File: config.mk
export PLATFORM = sky130hd
export DESIGN_NAME = angle_low_pass_filter_core
export DESIGN_NICKNAME = d
export VERILOG_FILES = /design/src/rtl/core/alpf_pkg.sv /design/src/rtl/core/alpf_ctrl.sv /design/src/rtl/core/alpf_datapath.sv /design/src/rtl/core/angle_low_pass_filter_core.sv
export SDC_FILE = /design/constraint.sdc
export NUM_CORES = 2
export LEC_CHECK = 0
export ABC_CLOCK_PERIOD_IN_PS = 11830
export BUFFER_PORTS_ARGS = -buffer_cell sky130_fd_sc_hd__buf_2
export CAP_MARGIN = 0
export CORE_ASPECT_RATIO = 1.5
export CORE_MARGIN = 8
export CORE_UTILIZATION = 35
export DETAILED_ROUTE_END_ITERATION = 8
export PLACE_DENSITY = 0.49
export SLEW_MARGIN = 20
export SYNTH_ARGS = -nofsm -noshare
export SYNTH_HDL_FRONTEND = slang
export SYNTH_HIERARCHICAL = 1
export SYNTH_SLANG_ARGS = --single-unit
File: constraint.sdc
create_clock -name clock -period 11.83 [get_ports clock]
set_input_delay 0.5915 -clock clock [delete_from_list [all_inputs] [get_ports clock]]
set_output_delay 0.5915 -clock clock [all_outputs]
set_load 0.005 [all_outputs]
File: src/rtl/core/alpf_pkg.sv
package alpf_pkg;

   localparam int ANGLE_IN_W  = 17;
   localparam int ANGLE_OUT_W = 15;
   localparam int GAIN_W      = 17;
   localparam int ANG_W       = 32;
   localparam int ARC_IDX_W   = 5;

   localparam logic signed [ANGLE_IN_W-1:0] FULL_TURN    = 17'sd23040;
   localparam logic signed [ANGLE_IN_W-1:0] QUARTER_TURN = 17'sd5760;
   localparam logic signed [ANGLE_IN_W-1:0] HALF_TURN    = 17'sd11520;
   localparam logic signed [ANGLE_IN_W-1:0] THREE_QUARTER_TURN = 17'sd17280;

   localparam logic [ANGLE_OUT_W-1:0] FULL_TURN_OUT = 15'd23040;

   // CORDIC angle unit: 2^-22 degree
   localparam logic signed [ANG_W-1:0] ANG_HALF   = 32'sd754974720;
   localparam logic signed [ANG_W-1:0] ANG_FULL   = 32'sd1509949440;
   localparam logic signed [ANG_W-1:0] ANG_ROUND  = 32'sd32768;

   localparam logic [GAIN_W-1:0] GAIN_ONE   = 17'd65536;
   localparam logic [GAIN_W-1:0] GAIN_RESET = 17'd6554;

   typedef enum logic [3:0] {
      OP_NONE,
      OP_LOAD_IN,
      OP_WRAP,
      OP_ROT_INIT,
      OP_STEP,
      OP_MUL_SIN,
      OP_UPD_SIN,
      OP_MUL_COS,
      OP_UPD_COS,
      OP_VEC_INIT,
      OP_FIX_Z,
      OP_ROUND
   } op_type;

   typedef struct packed {
      op_type op;
      logic   rotate;
   } cmd_type;

   typedef struct packed {
      logic angle_ok;
   } status_type;

   // atan(2^-i) in 2^-22 degree
   function automatic logic signed [ANG_W-1:0] arc_angle(input logic [ARC_IDX_W-1:0] idx);
      logic signed [ANG_W-1:0] t;
      unique case (idx)
         5'd0:  t = 32'sd188743680;
         5'd1:  t = 32'sd111421900;
         5'd2:  t = 32'sd58872272;
         5'd3:  t = 32'sd29884485;
         5'd4:  t = 32'sd15000234;
         5'd5:  t = 32'sd7507429;
         5'd6:  t = 32'sd3754631;
         5'd7:  t = 32'sd1877430;
         5'd8:  t = 32'sd938729;
         5'd9:  t = 32'sd469366;
         5'd10: t = 32'sd234683;
         5'd11: t = 32'sd117342;
         5'd12: t = 32'sd58671;
         5'd13: t = 32'sd29335;
         5'd14: t = 32'sd14668;
         5'd15: t = 32'sd7334;
         5'd16: t = 32'sd3667;
         5'd17: t = 32'sd1833;
         5'd18: t = 32'sd917;
         5'd19: t = 32'sd458;
         5'd20: t = 32'sd229;
         5'd21: t = 32'sd115;
         5'd22: t = 32'sd57;
         5'd23: t = 32'sd29;
         default: t = '0;
      endcase
      return t;
   endfunction

endpackage

File: src/rtl/core/alpf_ctrl.sv
module alpf_ctrl #(
   parameter int CORDIC_STEPS = 16,
   parameter int STEP_W       = 4
) (
   input  logic                  clock,
   input  logic                  reset,
   input  logic                  req_valid,
   output logic                  req_ready,
   output logic                  rsp_valid,
   input  logic                  rsp_ready,
   output alpf_pkg::cmd_type     cmd,
   output logic [STEP_W-1:0]     step,
   input  alpf_pkg::status_type  status
);
   import alpf_pkg::*;

   typedef enum logic [3:0] {
      S_IDLE,
      S_WRAP,
      S_ROT_INIT,
      S_ROT_STEP,
      S_MUL_SIN,
      S_UPD_SIN,
      S_MUL_COS,
      S_UPD_COS,
      S_VEC_INIT,
      S_VEC_STEP,
      S_FIX_Z,
      S_ROUND
   } state_type;

   localparam logic [STEP_W-1:0] LAST_STEP = STEP_W'(CORDIC_STEPS - 1);

   state_type         state_ff;
   logic              rsp_valid_ff;
   logic [STEP_W-1:0] step_ff;
   logic              out_free;

   assign out_free  = !rsp_valid_ff || rsp_ready;
   assign req_ready = (state_ff == S_IDLE);
   assign rsp_valid = rsp_valid_ff;
   assign step      = step_ff;

   always_comb begin
      cmd.op     = OP_NONE;
      cmd.rotate = 1'b0;
      unique case (state_ff)
         S_IDLE:     if (req_valid) cmd.op = OP_LOAD_IN;
         S_WRAP:     if (!status.angle_ok) cmd.op = OP_WRAP;
         S_ROT_INIT: cmd.op = OP_ROT_INIT;
         S_ROT_STEP: begin
            cmd.op     = OP_STEP;
            cmd.rotate = 1'b1;
         end
         S_MUL_SIN:  cmd.op = OP_MUL_SIN;
         S_UPD_SIN:  cmd.op = OP_UPD_SIN;
         S_MUL_COS:  cmd.op = OP_MUL_COS;
         S_UPD_COS:  cmd.op = OP_UPD_COS;
         S_VEC_INIT: cmd.op = OP_VEC_INIT;
         S_VEC_STEP: cmd.op = OP_STEP;
         S_FIX_Z:    cmd.op = OP_FIX_Z;
         S_ROUND:    if (out_free) cmd.op = OP_ROUND;
         default:    cmd.op = OP_NONE;
      endcase
   end

   always_ff @(posedge clock) begin
      if (reset) begin
         state_ff     <= S_IDLE;
         rsp_valid_ff <= 1'b0;
         step_ff      <= '0;
      end else begin
         if (state_ff == S_ROUND && out_free) rsp_valid_ff <= 1'b1;
         else if (rsp_ready) rsp_valid_ff <= 1'b0;
         unique case (state_ff)
            S_IDLE:     if (req_valid) state_ff <= S_WRAP;
            S_WRAP:     if (status.angle_ok) state_ff <= S_ROT_INIT;
            S_ROT_INIT: begin
               step_ff  <= '0;
               state_ff <= S_ROT_STEP;
            end
            S_ROT_STEP: begin
               step_ff <= step_ff + 1'b1;
               if (step_ff == LAST_STEP) state_ff <= S_MUL_SIN;
            end
            S_MUL_SIN:  state_ff <= S_UPD_SIN;
            S_UPD_SIN:  state_ff <= S_MUL_COS;
            S_MUL_COS:  state_ff <= S_UPD_COS;
            S_UPD_COS:  state_ff <= S_VEC_INIT;
            S_VEC_INIT: begin
               step_ff  <= '0;
               state_ff <= S_VEC_STEP;
            end
            S_VEC_STEP: begin
               step_ff <= step_ff + 1'b1;
               if (step_ff == LAST_STEP) state_ff <= S_FIX_Z;
            end
            S_FIX_Z:    state_ff <= S_ROUND;
            S_ROUND: begin
               if (out_free) state_ff <= S_IDLE;
            end
            default:    state_ff <= S_IDLE;
         endcase
      end
   end

endmodule

File: src/rtl/core/alpf_datapath.sv
module alpf_datapath #(
   parameter int VECTOR_FRAC_BITS = 16,
   parameter int STEP_W           = 4
) (
   input  logic                                      clock,
   input  logic                                      reset,
   input  alpf_pkg::cmd_type                         cmd,
   input  logic [STEP_W-1:0]                         step,
   output alpf_pkg::status_type                      status,
   input  logic signed [alpf_pkg::ANGLE_IN_W-1:0]    req_angle_in,
   output logic [alpf_pkg::ANGLE_OUT_W-1:0]          rsp_angle_out,
   input  logic                                      csr_write_enable,
   input  logic [alpf_pkg::GAIN_W-1:0]               csr_write_data
);
   import alpf_pkg::*;

   localparam int F  = VECTOR_FRAC_BITS;
   localparam int VW = F + 3;   // CORDIC vector
   localparam int SW = F + 2;   // filter state
   localparam int PW = F + 21;  // gain * difference
   localparam int CW = F + 6;   // state update sum

   localparam longint GAIN_SH    = 30 - F;
   localparam longint INV_GAIN_L = (64'sd652032874 + ((64'sd1 <<< GAIN_SH) >>> 1)) >>> GAIN_SH;
   localparam logic signed [VW-1:0] INV_GAIN = VW'(INV_GAIN_L);
   localparam logic signed [CW-1:0] UNIT_POS = CW'(64'sd1 <<< F);
   localparam logic signed [CW-1:0] UNIT_NEG = -UNIT_POS;
   localparam logic signed [PW-1:0] PROD_ROUND = PW'(32768);

   function automatic logic signed [SW-1:0] clamp_unit(input logic signed [CW-1:0] v);
      logic signed [CW-1:0] r;
      if (v > UNIT_POS) r = UNIT_POS;
      else if (v < UNIT_NEG) r = UNIT_NEG;
      else r = v;
      return r[SW-1:0];
   endfunction

   logic signed [ANGLE_IN_W-1:0]  angle_ff, angle_in;
   logic signed [VW-1:0]          x_ff, x_in, y_ff, y_in;
   logic signed [ANG_W-1:0]       z_ff, z_in;
   logic signed [SW-1:0]          sine_ff, sine_in, cosine_ff, cosine_in;
   logic signed [PW-1:0]          prod_ff, prod_in;
   logic [GAIN_W-1:0]             gain_ff;
   logic                          zero_ff, zero_in;
   logic [ANGLE_OUT_W-1:0]        out_ff, out_in;

   logic signed [VW-1:0]          dx, dy, xs, ys, diff;
   logic signed [ANG_W-1:0]       t, zr;
   logic                          ccw;
   logic signed [ANGLE_IN_W-1:0]  zs;
   logic [GAIN_W-1:0]             g_eff;
   logic signed [SW-1:0]          comp, st;
   logic signed [PW-1:0]          rounded;
   logic signed [CW-1:0]          upd_sum;
   logic [ANGLE_OUT_W-1:0]        r;

   assign status.angle_ok = !angle_ff[ANGLE_IN_W-1] && (angle_ff < FULL_TURN);
   assign rsp_angle_out   = out_ff;

   assign g_eff = (gain_ff > GAIN_ONE) ? GAIN_ONE : gain_ff;

   assign dx  = y_ff >>> step;
   assign dy  = x_ff >>> step;
   assign t   = arc_angle(ARC_IDX_W'(step));
   assign ccw = cmd.rotate ? !z_ff[ANG_W-1] : y_ff[VW-1];

   assign xs = VW'(cosine_ff);
   assign ys = VW'(sine_ff);

   always_comb begin
      if (cmd.op == OP_MUL_SIN) begin
         comp = clamp_unit(CW'(y_ff));
         st   = sine_ff;
      end else begin
         comp = clamp_unit(CW'(x_ff));
         st   = cosine_ff;
      end
   end
   assign diff    = VW'(comp) - VW'(st);
   assign prod_in = PW'($signed({1'b0, g_eff})) * PW'(diff);
   assign rounded = (prod_ff + PROD_ROUND) >>> 16;
   assign upd_sum = CW'((cmd.op == OP_UPD_SIN) ? sine_ff : cosine_ff)
                    + $signed(rounded[CW-1:0]);

   assign zr = z_ff + ANG_ROUND;
   assign r  = zr[ANGLE_OUT_W+15:16];

   always_comb begin
      if (angle_ff > QUARTER_TURN && angle_ff <= THREE_QUARTER_TURN) zs = angle_ff - HALF_TURN;
      else if (angle_ff > THREE_QUARTER_TURN) zs = angle_ff - FULL_TURN;
      else zs = angle_ff;
   end

   always_comb begin
      angle_in  = angle_ff;
      x_in      = x_ff;
      y_in      = y_ff;
      z_in      = z_ff;
      sine_in   = sine_ff;
      cosine_in = cosine_ff;
      zero_in   = zero_ff;
      out_in    = out_ff;
      unique case (cmd.op)
         OP_LOAD_IN: angle_in = req_angle_in;
         OP_WRAP: begin
            if (angle_ff[ANGLE_IN_W-1]) angle_in = angle_ff + FULL_TURN;
            else angle_in = angle_ff - FULL_TURN;
         end
         OP_ROT_INIT: begin
            x_in = (angle_ff > QUARTER_TURN && angle_ff <= THREE_QUARTER_TURN)
                   ? -INV_GAIN : INV_GAIN;
            y_in = '0;
            z_in = {zs[15:0], 16'b0};
         end
         OP_STEP: begin
            if (ccw) begin
               x_in = x_ff - dx;
               y_in = y_ff + dy;
               z_in = z_ff - t;
            end else begin
               x_in = x_ff + dx;
               y_in = y_ff - dy;
               z_in = z_ff + t;
            end
         end
         OP_UPD_SIN: sine_in   = clamp_unit(upd_sum);
         OP_UPD_COS: cosine_in = clamp_unit(upd_sum);
         OP_VEC_INIT: begin
            zero_in = (xs == '0) && (ys == '0);
            if (xs[VW-1]) begin
               x_in = -xs;
               y_in = -ys;
               z_in = ANG_HALF;
            end else begin
               x_in = xs;
               y_in = ys;
               z_in = '0;
            end
         end
         OP_FIX_Z: if (z_ff[ANG_W-1]) z_in = z_ff + ANG_FULL;
         OP_ROUND: begin
            if (zero_ff) out_in = '0;
            else if (r >= FULL_TURN_OUT) out_in = r - FULL_TURN_OUT;
            else out_in = r;
         end
         default: ;
      endcase
   end

   always_ff @(posedge clock) begin
      if (reset) begin
         sine_ff   <= '0;
         cosine_ff <= '0;
         gain_ff   <= GAIN_RESET;
      end else begin
         sine_ff   <= sine_in;
         cosine_ff <= cosine_in;
         if (csr_write_enable) gain_ff <= csr_write_data;
      end
   end

   always_ff @(posedge clock) begin
      angle_ff <= angle_in;
      x_ff     <= x_in;
      y_ff     <= y_in;
      z_ff     <= z_in;
      zero_ff  <= zero_in;
      out_ff   <= out_in;
      if (cmd.op == OP_MUL_SIN || cmd.op == OP_MUL_COS) prod_ff <= prod_in;
   end

endmodule

File: src/rtl/core/angle_low_pass_filter_core.sv
// channel   | ports                                  | role
// ----------+----------------------------------------+--------------------------------
// request   | req_valid, req_ready, req_angle_in     | heading in, 1/64 degree, signed
// response  | rsp_valid, rsp_ready, rsp_angle_out    | filtered heading, 0..23039
// csr       | csr_write_enable, csr_write_data       | smoothing gain, Q1.16
//
// One beat at a time: the input angle is first wrapped into one turn, then one shared
// CORDIC stage runs once for sine and cosine and once for atan2, one step per cycle,
// with the shared multiplier used between the two runs for both filter updates.
// Reset (synchronous) clears both filter states to zero and loads the gain with 6554.
// A finished result waits in the output register; a new request is taken meanwhile and
// only the final rounding cycle stalls while rsp_ready holds off.
module angle_low_pass_filter_core #(
   parameter int CORDIC_STEPS     = 16,
   parameter int VECTOR_FRAC_BITS = 16
) (
   input  logic                                   clock,
   input  logic                                   reset,
   input  logic                                   req_valid,
   output logic                                   req_ready,
   input  logic signed [alpf_pkg::ANGLE_IN_W-1:0] req_angle_in,
   output logic                                   rsp_valid,
   input  logic                                   rsp_ready,
   output logic [alpf_pkg::ANGLE_OUT_W-1:0]       rsp_angle_out,
   input  logic                                   csr_write_enable,
   input  logic [alpf_pkg::GAIN_W-1:0]            csr_write_data
);
   import alpf_pkg::*;

   localparam int STEP_W = $clog2(CORDIC_STEPS);

   cmd_type           cmd;
   status_type        status;
   logic [STEP_W-1:0] step;

   alpf_ctrl #(
      .CORDIC_STEPS (CORDIC_STEPS),
      .STEP_W       (STEP_W)
   ) u_ctrl (
      .clock     (clock),
      .reset     (reset),
      .req_valid (req_valid),
      .req_ready (req_ready),
      .rsp_valid (rsp_valid),
      .rsp_ready (rsp_ready),
      .cmd       (cmd),
      .step      (step),
      .status    (status)
   );

   alpf_datapath #(
      .VECTOR_FRAC_BITS (VECTOR_FRAC_BITS),
      .STEP_W           (STEP_W)
   ) u_datapath (
      .clock            (clock),
      .reset            (reset),
      .cmd              (cmd),
      .step             (step),
      .status           (status),
      .req_angle_in     (req_angle_in),
      .rsp_angle_out    (rsp_angle_out),
      .csr_write_enable (csr_write_enable),
      .csr_write_data   (csr_write_data)
   );

   a_out_range: assert property (@(posedge clock) disable iff (reset)
      rsp_valid |-> rsp_angle_out < FULL_TURN_OUT)
      else $error("filtered heading outside one turn");

   a_busy_after_accept: assert property (@(posedge clock) disable iff (reset)
      req_valid && req_ready |=> !req_ready)
      else $error("request taken while a beat is in flight");

   a_round_sets_valid: assert property (@(posedge clock) disable iff (reset)
      cmd.op == OP_ROUND |=> rsp_valid)
      else $error("result rounded but not presented");

   a_idle_quiet: assert property (@(posedge clock) disable iff (reset)
      req_ready |-> (cmd.op == OP_NONE || cmd.op == OP_LOAD_IN))
      else $error("datapath busy while idle");

endmodule
After elaboration in Yosys (flattened, before gate mapping)

Memories as Yosys holds them, arrays and structs flattened. A register that Yosys moved wholly into a read port is not among the register bits.
Index checks and enable logic that the tools add are counted.

Bits in registers: 202
Memory bits (read-only): 448
Output and inout port bits: 17
Logic and storage cells: 141
Memories: 1

Memory list:

| name            | words | bits a word | rd ports | clocked after memory_dff | wr ports | RTL line       | RTL |
|---|---|---|---|---|---|---|---|
| (no name shown) | 16    | 28          | 1        | 1                        | 0        | alpf_pkg.sv:51 | `unique case (idx)` |

Add/sub/neg operators: 18
Multipliers: 1
Order comparisons: 12
Equal/unequal tests: 29
Shift operators: 2
Muxes and demuxes: 43
Reduce and logical (&&, ||, !) cells: 21

Operators by type and width:

| kind                                                                            | number |
|---|---|
| 18-bit two-way mux                                                              | 8 |
| 32-bit case mux with 4 select lines                                             | 1 |
| 19-bit case mux with 3 select lines                                             | 2 |
| 19-bit two-way mux                                                              | 5 |
| 32-bit two-way mux                                                              | 2 |
| 4-bit case mux with 12 select lines                                             | 1 |
| 4-bit case mux with 11 select lines                                             | 1 |
| 19-bit adder                                                                    | 2 |
| 19-bit by 18-bit > comparator with 1-bit output (second input constant)         | 2 |
| 19-bit logical NOT                                                              | 2 |
| 19-bit by 17-bit less-than comparator with 1-bit output (second input constant) | 2 |
| 18-bit negation with 19-bit output                                              | 2 |
| 19-bit by 4-bit >>> shifter with 19-bit output                                  | 2 |
| 19-bit subtractor                                                               | 2 |
| 37-bit by 17-bit adder with 37-bit output (second input constant)               | 1 |
| 18-bit by 19-bit multiplier with 37-bit output                                  | 1 |
| 4-bit == test (second input constant)                                           | 9 |
| 17-bit two-way mux                                                              | 2 |
| 17-bit case mux with 2 select lines                                             | 1 |
| 32-bit adder                                                                    | 1 |
| 32-bit adder (second input constant)                                            | 1 |
| 4-bit by 3-bit == test with 1-bit output (second input constant)                | 8 |
| 16-bit two-way mux                                                              | 2 |
| 4-bit two-way mux                                                               | 8 |
| 37 further kinds                                                                | 58 |

Depth between registers and ports, before layout

Depth in word-level cells: 10
Gate-level depth with buffers: 50
Mapped depth without buffers: 46

Hierarchy

Netlist, hierarchy kept.

By module, submodules not included:

| module        | times used | cells an instance | area each (um2) | sequential area each (um2) |
|---|---|---|---|---|
| alpf_datapath | 1          | 3467              | 29962.5         | 4814.6 |
| alpf_ctrl     | 1          | 75                | 631.9           | 180.2 |

Least setup slack after synthesis

OpenSTA, ideal clock, no wires.

Path kind: register to register
Start: register u_datapath.angle_ff[9]
End: register u_datapath.prod_ff[36], data pin
Library setup time: 0.260 ns
Arrival time: 10.623 ns
Path slack: 0.947 ns
Stages on the path, launching flop included: 45
Path buffers: 3
Period minus slack after synthesis: 10.883 ns
Cell sequence: edfxtp_1 -> inv_1 -> ha_1 -> nor2_1 -> o21ai_0 -> nand2b_1 -> nor2_1 -> nor2b_1 -> o32ai_1 -> nand2b_1 -> nor2_1 -> a21oi_1 -> clkbuf_1 -> a32o_1 -> ha_1 -> nor2b_1 -> o21ai_0 -> a21boi_1 -> [... 9 more ...] -> fa_1 -> fa_1 -> inv_1 -> fa_1 -> inv_1 -> fa_1 -> inv_1 -> fa_1 -> inv_1 -> ha_1 -> nand4_1 -> nor2_1 -> nand2_1 -> o221ai_1 -> nand3_1 -> o31a_1 -> a211o_1 -> xnor2_1

RTL lines:

| element                | RTL line             | RTL |
|---|---|---|
| start, declared        | alpf_datapath.sv:38  | `logic signed [ANGLE_IN_W-1:0] angle_ff, angle_in;` |
| start signal, assigned | alpf_datapath.sv:163 | `angle_ff <= angle_in;` |
| end signal, assigned   | alpf_datapath.sv:169 | `if (cmd.op == OP_MUL_SIN \|\| cmd.op == OP_MUL_COS) prod_ff <= prod_in;` |
| end, declared          | alpf_datapath.sv:42  | `logic signed [PW-1:0] prod_ff, prod_in;` |

==> results.cfg <==
[placed_design]
port-buffer-count = 55
place_congestion = 0.882
placed_area_sq_mm = 0.0323
preCtsSetupSlack_ps = 219
dp.final_hpwl_um = 80200

[synth]
synth_common_cells = 453 x inv_1, 399 x nand2_1, 323 x fa_1
synth_fp_nets = 4122
synth.avg_cell_area_sq_um = 8.64
synth_ff_type = edfxtp_1
synth_top_area_share_pct = 21.1
ys_seq_area_share_pct = 16.3
synth_area_leaders = fa_1 21%, edfxtp_1 12%, ha_1 8.9%
synth-seq-cells = 187
netlist-cell-type-count = 104
synth_top_cell_by_area = fa_1
synth_edf_count = 125
syn_area_sq_mm = 0.0306
synth.most_common_cell = inv_1
synthCells = 3542
yosys_warnings = 6
synthArstFlopShare_pct = 0

[clock_network]
cts_sinks = 187
root_buffer = clkbuf_16
clk-insertion-delay-late_ps = 520
cts_tree = done
htree_levels = 4
numCtsBuffers = 17
holdBufCountCts = 0
clk_pin_slew_ps = 90
clockBufferDepth = 2

[global_route]
grt_pass1_wl_um = 153000
antenna_found_initial = 0
grt_use_total_pct = 20.1
grt_max_degree = 74
grt.overflow.total = 0
grt_pass1_vias = 26300

[detailed_routing]
route.detailed.drc = 0
wl_per_cell_um = 20.9
dr.pass1.iters = 7
via_count = 25000
dr.first_iter.drc_count = 1383
avgViaCountPerCell = 5.33
ant_nets = 0
wl_um = 98100

[floorplanning]
ioPinCount = 56
die-height_um = 378
initial_utilization_pct = 35.1
coreArea_sq_mm = 0.0872
fp.dieArea_sq_mm = 0.0973
row_count = 133
die_w_um = 257

[sta]
finalMaxSlewViolations = 0
fmax_ghz = 0.0902
fin_tns_setup_ps = 0
finalSetupViolations = 0
worst_pin_slew_ps = 1200
fin_skew_ps = 20.6
hold_viol = 0
period_share_pct = 93.7
relSlewSlack_pct = 19.9
fin_ws_ps = 744
fin_crit_ps = 11090

[flow_run]
cap_violations = 0

[critical_path]
cp-end-kind = flip-flop
cp-startpoint = u_datapath/angle_ff[9]$_DFFE_PP_
crit_end = u_datapath/prod_ff[36]$_DFFE_PP_
cp_data_arrival_time_ps = 11330
r2r_end = u_datapath/prod_ff[36]$_DFFE_PP_
ff2ff_setup_slack_ps = 740
cp_max_fo = 12
cp-start-kind = flip-flop
crit_top_cell = fa_1
crit_slowest_cell = or4_1
crit_required_ps = 12080
critPathKind = flip-flop to flip-flop
reg2reg_from = u_datapath/angle_ff[9]$_DFFE_PP_
max_stage_delay_ps = 610
r2r_cells = 44

[min_path]
min_path_type = input port to flip-flop

[cells_and_area]
final_nets = 4119
drive_above_1_share_pct = 9.09
final_util_pct = 37.8
layout-area-overhead-vs-synth_pct = 7.71
n_antenna_cell = 0
fin_area_sq_mm = 0.0330

[run_status]
status = finished clean
## critical path, delay by kind of cell, from the launching register on
| kind | cells | cell delay (ps) |
|---|---|---|
| compound gates | 14 | 3310 |
| xor+xnor | 1 | 130 |
| fa+ha+maj | 9 | 3910 |
| buf+inv | 7 | 660 |
| flops | 1 | 350 |
| simple gates | 13 | 2410 |
## kinds of logic after synthesis
kind of cell	Yosys count	synth area share, %
AND/OR/NAND/NOR	1111	17.1
AO/OA/AOI/OAI	692	15.1
buffers and inverters	628	8.12
adder cells (fa/ha/maj)	545	30.2
XOR/XNOR	259	7.48
flip-flops	187	16.3
multiplexers	120	5.71
## flip-flops by register name (all words and copies together), names as in the netlist
| name | count |
|---|---|
| u_datapath/sine_ff | 18 |
| u_datapath/cosine_ff | 18 |
| u_datapath/zero_ff | 1 |
| u_datapath/gain_ff | 17 |
| u_datapath/x_ff | 19 |
| u_ctrl/rsp_valid | 1 |
| u_datapath/z_ff | 32 |
| u_datapath/angle_ff | 17 |
| u_datapath/prod_ff | 22 |
| u_datapath/y_ff | 19 |
| u_ctrl/state_ff | 4 |
| u_datapath/rsp_angle_out | 15 |
| u_ctrl/step | 4 |
## what timing repair did
item                                    CTS  global route
endpoints found under the setup margin    0            10
resized for setup                         0            12
setup buffers                             0             1
## routing by layer
| layer | wire length (um) | share of wire [%] | track usage [%] |
|---|---|---|---|
| met5 | 0 | 0 | 0 |
| met4 | 4460 | 4.5 | 8.94 |
| met3 | 2920 | 3.0 | 2.16 |
| met2 | 55600 | 57 | 40.6 |
| met1 | 35200 | 36 | 20.4 |
## through the flow
| stage | hold WS (ps) | std cells |
|---|---|---|
| floorplan | 463 | 3542 |
| global placement | 490 | 4666 |
| detailed placement | 493 | 4666 |
| CTS | 248 | 4698 |
| global route | 269 | 4699 |
| finish | 288 | 4699 |
## placed cells by master (no fill, tap or decap), drive strengths merged, types with 31 or more instances in the layout
master and count:
buf 149, nor2 289, mux4 40, nor3 59, mux2i 56, and2 53, edfxtp 125, xor2 110
nand3 65, xnor2 149, o21ai 182, and3 31, fa 323, nor2b 49, a21o 53, ha 218
dfxtp 62, inv 465, nand2b 50, nand2 399, a21oi 158
## area by class of cell
cell class,instances,area [sq um]
tap,1147,1440
inverter,457,1720
clock buffer,17,425
fill,9128,54200
sequential,187,5000
timing repair buffer,149,981
multi-input combinational,2727,23200
clock inverter,15,186
## worst min-delay path by stage
stage / startpoint / endpoint / slack (ps) / cells after the start
floorplan: u_datapath/cosine_ff[1]$_SDFFE_PP0N_ / u_datapath/cosine_ff[1]$_SDFFE_PP0N_ / 460 / 2
finish: csr_write_data[4] / u_datapath/gain_ff[4]$_SDFFE_PP1P_ / 290 / 2
CTS: csr_write_data[3] / u_datapath/gain_ff[3]$_SDFFE_PP1P_ / 250 / 2
global placement: u_datapath/cosine_ff[1]$_SDFFE_PP0N_ / u_datapath/cosine_ff[1]$_SDFFE_PP0N_ / 490 / 2
detailed placement: u_datapath/cosine_ff[1]$_SDFFE_PP0N_ / u_datapath/cosine_ff[1]$_SDFFE_PP0N_ / 490 / 2
global route: csr_write_data[12] / u_datapath/gain_ff[12]$_SDFFE_PP1P_ / 270 / 2
Power is not shown: default switching activity piles up to over one toggle a cycle in this logic, so the estimate is an artifact.
